### config.mk
export PLATFORM = sky130hd
export DESIGN_NAME = hasb_ctrl
export DESIGN_NICKNAME = d
export VERILOG_FILES = /design/src/hasb_pkg.sv /design/src/hasb_ctrl.sv
export VERILOG_INCLUDE_DIRS = /design/src /design/src/src
export SDC_FILE = /design/constraint.sdc
export NUM_CORES = 1
export LEC_CHECK = 0
export ABC_AREA = 1
export ABC_CLOCK_PERIOD_IN_PS = 2800
export BUFFER_PORTS_ARGS = -buffer_cell sky130_fd_sc_hd__buf_4
export CAP_MARGIN = 20
export CORE_AREA = 2 2 39 41
export DETAILED_ROUTE_END_ITERATION = 7
export DIE_AREA = 0 0 41 43
export GPL_TIMING_DRIVEN = 0
export PLACE_DENSITY = 0.64
export SYNTH_ARGS = -nofsm -noshare
export SYNTH_HDL_FRONTEND = slang
export SYNTH_SLANG_ARGS = --single-unit
### constraint.sdc
create_clock -name clk -period 2.8 [get_ports clk]
set_clock_uncertainty 0.2 [all_clocks]
set_input_delay 0.84 -clock clk [delete_from_list [all_inputs] [get_ports clk]]
set_output_delay 0.84 -clock clk [all_outputs]
set_load 0.005 [all_outputs]
### src/assert_macros.svh
// assertion helpers shared by the controller and datapath files
`ifndef ASSERT_MACROS_SVH
`define ASSERT_MACROS_SVH

// property must hold at every clock edge outside reset
`define ASSERT_CLK(label, prop, msg) \
    label: assert property (@(posedge clk) disable iff (!rst_n) prop) else $error(msg);

// expression must never be true outside reset
`define ASSERT_NEVER(label, expr, msg) \
    label: assert property (@(posedge clk) disable iff (!rst_n) !(expr)) else $error(msg);

`endif

### src/hasb_pkg.sv
`timescale 1ns / 1ps

package hasb_pkg;

    localparam int MAX_ENTRIES = 512;
    localparam int VEC_WIDTH   = 32;

    localparam int ADDR_W = $clog2(MAX_ENTRIES);
    localparam int CNT_W  = $clog2(MAX_ENTRIES + 1);

    // fixed field widths of the ports
    localparam int ACT_W    = 2;
    localparam int VEC_IN_W = 32;
    localparam int IDX_W    = 9;
    localparam int STAT_W   = 3;
    localparam int SIZE_W   = 10;
    localparam int TGT_W    = 10;

    // common width for count / index / target compares
    localparam int CMP_W = (CNT_W > SIZE_W) ? CNT_W : SIZE_W;

    typedef enum logic [ACT_W-1:0] {
        ACT_CLEAR  = 2'd0,
        ACT_SEED   = 2'd1,
        ACT_REMOVE = 2'd2,
        ACT_TRY    = 2'd3
    } action_t;

    typedef enum logic [STAT_W-1:0] {
        STAT_DONE   = 3'd0,
        STAT_DUP    = 3'd1,
        STAT_RIGHT  = 3'd2,
        STAT_FULL   = 3'd3,
        STAT_BADIDX = 3'd4
    } status_code_t;

    typedef enum logic [3:0] {
        S_IDLE,
        S_EXEC,
        S_RM_WR,
        S_DUP_SCAN,
        S_DUP_DRAIN,
        S_LOAD_A,
        S_PAIR_SCAN,
        S_PAIR_DRAIN
    } state_t;

    typedef struct packed {
        logic [ACT_W-1:0]    action;
        logic [VEC_IN_W-1:0] vector;
        logic [IDX_W-1:0]    index;
    } in_item_t;

    typedef struct packed {
        logic [STAT_W-1:0] status;
        logic [SIZE_W-1:0] set_size;
    } out_item_t;

    // controller -> datapath
    typedef struct packed {
        logic         load;
        logic         clr_count;
        logic         append;
        logic         rd_last;
        logic         rm_write;
        logic         dup_start;
        logic         scan_dup;
        logic         pair_start;
        logic         load_a;
        logic         inc_i;
        logic         scan_pair;
        logic         finish;
        status_code_t fin_status;
    } dp_cmd_t;

    // datapath -> controller
    typedef struct packed {
        action_t action;
        logic    full_max;
        logic    full_try;
        logic    bad_idx;
        logic    cnt_lt2;
        logic    j_end;
        logic    i_last;
        logic    dup_hit;
        logic    ra_hit;
    } dp_stat_t;

endpackage

### src/hasb_ctrl.sv
`timescale 1ns / 1ps
`include "assert_macros.svh"

module hasb_ctrl
    import hasb_pkg::*;
(
    input  logic     clk,
    input  logic     rst_n,
    input  logic     start,
    input  dp_stat_t stat,
    output dp_cmd_t  cmd,
    output logic     busy
);

    state_t state_reg;
    state_t state_next;

    always_ff @(posedge clk or negedge rst_n)
    begin
        if (!rst_n)
        begin
            state_reg <= S_IDLE;
        end
        else
        begin
            state_reg <= state_next;
        end
    end

    // next state
    always_comb
    begin
        state_next = state_reg;
        unique case (state_reg)
            S_IDLE:
            begin
                if (start)
                begin
                    state_next = S_EXEC;
                end
            end
            S_EXEC:
            begin
                unique case (stat.action)
                    ACT_REMOVE:
                    begin
                        state_next = stat.bad_idx ? S_IDLE : S_RM_WR;
                    end
                    ACT_TRY:
                    begin
                        state_next = stat.full_try ? S_IDLE : S_DUP_SCAN;
                    end
                    default:
                    begin
                        state_next = S_IDLE;
                    end
                endcase
            end
            S_RM_WR:
            begin
                state_next = S_IDLE;
            end
            S_DUP_SCAN:
            begin
                if (stat.j_end)
                begin
                    state_next = S_DUP_DRAIN;
                end
            end
            S_DUP_DRAIN:
            begin
                if (stat.dup_hit || stat.cnt_lt2)
                begin
                    state_next = S_IDLE;
                end
                else
                begin
                    state_next = S_LOAD_A;
                end
            end
            S_LOAD_A:
            begin
                state_next = S_PAIR_SCAN;
            end
            S_PAIR_SCAN:
            begin
                if (stat.j_end)
                begin
                    state_next = S_PAIR_DRAIN;
                end
            end
            S_PAIR_DRAIN:
            begin
                if (stat.ra_hit || stat.i_last)
                begin
                    state_next = S_IDLE;
                end
                else
                begin
                    state_next = S_LOAD_A;
                end
            end
            default:
            begin
                state_next = S_IDLE;
            end
        endcase
    end

    // commands
    always_comb
    begin
        cmd            = '0;
        cmd.fin_status = STAT_DONE;
        unique case (state_reg)
            S_IDLE:
            begin
                cmd.load = start;
            end
            S_EXEC:
            begin
                unique case (stat.action)
                    ACT_CLEAR:
                    begin
                        cmd.clr_count = 1'b1;
                        cmd.finish    = 1'b1;
                    end
                    ACT_SEED:
                    begin
                        cmd.finish = 1'b1;
                        if (stat.full_max)
                        begin
                            cmd.fin_status = STAT_FULL;
                        end
                        else
                        begin
                            cmd.append = 1'b1;
                        end
                    end
                    ACT_REMOVE:
                    begin
                        if (stat.bad_idx)
                        begin
                            cmd.finish     = 1'b1;
                            cmd.fin_status = STAT_BADIDX;
                        end
                        else
                        begin
                            cmd.rd_last = 1'b1;
                        end
                    end
                    ACT_TRY:
                    begin
                        if (stat.full_try)
                        begin
                            cmd.finish     = 1'b1;
                            cmd.fin_status = STAT_FULL;
                        end
                        else
                        begin
                            cmd.dup_start = 1'b1;
                        end
                    end
                    default:
                    begin
                        cmd.finish = 1'b1;
                    end
                endcase
            end
            S_RM_WR:
            begin
                cmd.rm_write = 1'b1;
                cmd.finish   = 1'b1;
            end
            S_DUP_SCAN:
            begin
                cmd.scan_dup = !stat.j_end;
            end
            S_DUP_DRAIN:
            begin
                if (stat.dup_hit)
                begin
                    cmd.finish     = 1'b1;
                    cmd.fin_status = STAT_DUP;
                end
                else if (stat.cnt_lt2)
                begin
                    cmd.append = 1'b1;
                    cmd.finish = 1'b1;
                end
                else
                begin
                    cmd.pair_start = 1'b1;
                end
            end
            S_LOAD_A:
            begin
                cmd.load_a = 1'b1;
            end
            S_PAIR_SCAN:
            begin
                cmd.scan_pair = !stat.j_end;
            end
            S_PAIR_DRAIN:
            begin
                if (stat.ra_hit)
                begin
                    cmd.finish     = 1'b1;
                    cmd.fin_status = STAT_RIGHT;
                end
                else if (stat.i_last)
                begin
                    cmd.append = 1'b1;
                    cmd.finish = 1'b1;
                end
                else
                begin
                    cmd.inc_i = 1'b1;
                end
            end
            default:
            begin
                cmd.finish = 1'b1;
            end
        endcase
    end

    assign busy = (state_reg != S_IDLE);

    `ASSERT_CLK(a_fin_to_idle, cmd.finish |=> state_reg == S_IDLE, "finish not followed by idle")
    `ASSERT_CLK(a_pair_needs_two, (state_reg == S_PAIR_SCAN) |-> !stat.cnt_lt2,
                "pair scan with fewer than two entries")
    `ASSERT_NEVER(a_append_full, cmd.append && stat.full_max, "append into full store")

endmodule

==> impl_metrics.env <==
export IMPL_status="finished, final reports clean"
export IMPL_hold_path_class="in2async"
export IMPL_grt_start_max_net_pins=8
export IMPL_synth_nets=95
export IMPL_wl_per_cell_um=8.69
export IMPL_endpoint="cmd[3]"
export IMPL_r2r_start="state_reg[0]"
export IMPL_cp_slowest_cell="buf_4"
export IMPL_worstMarginPinSlew_ns=0.223
export IMPL_ff2ff_setup_slack_ns=1.46
export IMPL_syn_to_final_growth_pct=60.1
export IMPL_critPathLaunch="stat[9]"
export IMPL_multi_input_area_sq_um=273
export IMPL_cp_max_fo=4
export IMPL_insertion_delay_ns=0.23
export IMPL_cts_made_buffers=3
export IMPL_finalInstanceArea_sq_um=683
export IMPL_cts_tree="done"
export IMPL_grt_usage_pct=13.4
export IMPL_synth_area_per_cell_sq_um=5.20
export IMPL_cp_common_cell="buf_4"
export IMPL_worst_slack_ns=0.282
export IMPL_drc=0
export IMPL_dp_cells=126
export IMPL_synthCells=82
export IMPL_place_area_sq_um=657
export IMPL_antenna_found_initial=0
export IMPL_place_ws_ns=0.267
export IMPL_fin_hold_ws_ns=0.193
export IMPL_gr_usage_met2_pct=25.3
export IMPL_critical_path_top_delay_family="simple AND/OR/NAND/NOR gates"
export IMPL_pwr_share_seq_pct=19.8
export IMPL_cts_resized=0
export IMPL_grt_pass1_vias=466
export IMPL_synth_top_cell_area_share_pct=20.2
export IMPL_relSlewSlack_pct=85.0
export IMPL_synth_seq_area_share_pct=17.6
export IMPL_yosys_warnings=0
export IMPL_syn_cell_area_sq_um=427
export IMPL_num_antenna_cells=0
export IMPL_vias=568
export IMPL_r2r_end="state_reg[0]"
export IMPL_power_density_nw_per_um2=781
export IMPL_root_buffer="clkbuf_4"
export IMPL_fillers=164
export IMPL_die_h_um=43
export IMPL_rows=14
export IMPL_dr_pass1_iters=4
export IMPL_die_area_sq_um=1760
export IMPL_routabilityCongestion=0.742
export IMPL_initial_core_util_pct=30.8
export IMPL_use_met3_pct=1.57
export IMPL_clock_sinks=3
export IMPL_seq_area_sq_um=75.1
export IMPL_cp_num_cells=7
export IMPL_finalPower_mw=0.534
export IMPL_min_period_over_period_pct=89.9
export IMPL_post_cts_buffers=0
export IMPL_nets=128
export IMPL_maxCapViolCount=0
export IMPL_cts_hold_buf=0
export IMPL_swShare_pct=47.1
export IMPL_ir_drop_v=0.000436
export IMPL_finalHoldViolations=0
export IMPL_final_cells=130
export IMPL_largest_register_ffs=3
export IMPL_cp_cell_sequence="buf_4 -> inv_1 -> nor2_1 -> nand2_1 -> nand3_1 -> nand4_1 -> buf_4"
export IMPL_p_leak_nw=0.460
export IMPL_ys_ff_latch=3
export IMPL_htreeDepth=1
export IMPL_routed_via_density=4.37
export IMPL_layout_min_cycle_time_ns=2.52
export IMPL_drt_wl_total_um=1130
export IMPL_synth_area_leaders="nand2_1 20%, dfrtp_1 18%, inv_1 18%, nand3_1 14%, nor2_2 10%"
export IMPL_clockBufferDepth=2
export IMPL_grt_busiest_layer="met2"
export IMPL_drv_slew=0
export IMPL_ys_types=13
export IMPL_drt_iter0_markers=4
export IMPL_max_freq_mhz=397
export IMPL_worstSetupEndpointType="primary output"
export IMPL_intPower_mw=0.282
export IMPL_met1_usage_pct=14.8
export IMPL_layout_drive_gt1_share_pct=36.8
export IMPL_grt_pass1_wl_um=1720
export IMPL_path_class="in2out"
export IMPL_rsz0062_at_grt="no"
export IMPL_coreArea_sq_um=1380
export IMPL_setup_tns_ns=0
export IMPL_die_w_um=41
export IMPL_port_buffers=28
export IMPL_drt_antenna_violating_nets=0
export IMPL_required_ns=1.76
export IMPL_cp_start_kind="input pin"
export IMPL_crit_buf_inv=3
export IMPL_fin_util_pct=49.4
export IMPL_finalSetupViolations=0
export IMPL_p_sw_mw=0.251
export IMPL_grt_overflow_total=0
export IMPL_io_pin_count=29
export IMPL_path_clk_slew_ns=0.03
export IMPL_max_stage_delay_ns=0.14
export IMPL_p_comb_share_pct=66.6
export IMPL_rr_worst_depth=7
export IMPL_clkPwrFrac_pct=13.6
export IMPL_dp_hpwl_um=976
export IMPL_crit_arrival_ns=1.48
export IMPL_synth_top_cell_by_area="nand2_1"
[kinds of logic after synthesis]
logic type / Yosys count / share of synthesized area [%]
flops: 3 / 17.6
buf+inv: 21 / 18.5
compound gates: 2 / 2.35
simple gates: 56 / 61.6
[layout by cell type (no fill, tap or decap), drive strengths merged]
cell / Yosys / final
buf: 0 / 28
clkbuf: 0 / 4
dfrtp: 3 / 3
inv: 21 / 21
nand2: 25 / 25
nand3: 13 / 13
nand4: 2 / 2
nor2: 14 / 14
nor3: 1 / 1
nor4: 1 / 1
o21ai: 2 / 2
[synth_stat cells, drive strengths merged]
| cell | count |
|---|---|
| nand4 | 2 |
| nand3 | 13 |
| dfrtp | 3 |
| nand2 | 25 |
| inv | 21 |
| o21ai | 2 |
| nor2 | 14 |
| nor3 | 1 |
| nor4 | 1 |
[worst min-delay path by stage]
stage,to,slack [ns],cells after the start
final,state_reg[1],0.19,1
after global routing,state_reg[1],0.19,1
after detailed placement,state_reg[0],0.43,1
after global placement,state_reg[2],0.43,1
after floorplan,state_reg[0],0.34,0
after CTS,state_reg[1],0.19,1
[final cells by class]
class | count | share of cell area [%]
multi-input cells | 58 | 39.9
repair buffers | 28 | 30.8
inverters | 21 | 11.5
flip-flops and latches | 3 | 11.0
clock buffers | 4 | 3.85
well taps | 16 | 2.93
[power by group through the flow]
stage               Clock (mW)  Sequential (mW)  Combinational [mW]
finish                  0.0727            0.106               0.355
global route            0.0798            0.112               0.402
CTS                     0.0771            0.106               0.361
detailed placement           0            0.106               0.360
global placement             0            0.106               0.359
floorplan                    0           0.0990               0.212
[metal layers]
layer / wire length, um / share of wire (%) / up-vias
met1: 472 / 42 / 234
li1: - / - / 314
met5: 0 / 0 / -
met2: 567 / 50 / 20
met4: 0 / 0 / 0
met3: 90 / 8.0 / 0
[worst register-to-register path, cell delays in order (launching register included)]
cell and delay, ns:
dfrtp_1 0.46, nor2_2 0.07, nand2_1 0.12, nor2_2 0.06
nor2_1 0.15, nand2_1 0.08, nand2_1 0.06, nand2_1 0.05
No activity file was read; power rests on OpenSTA's default activity.
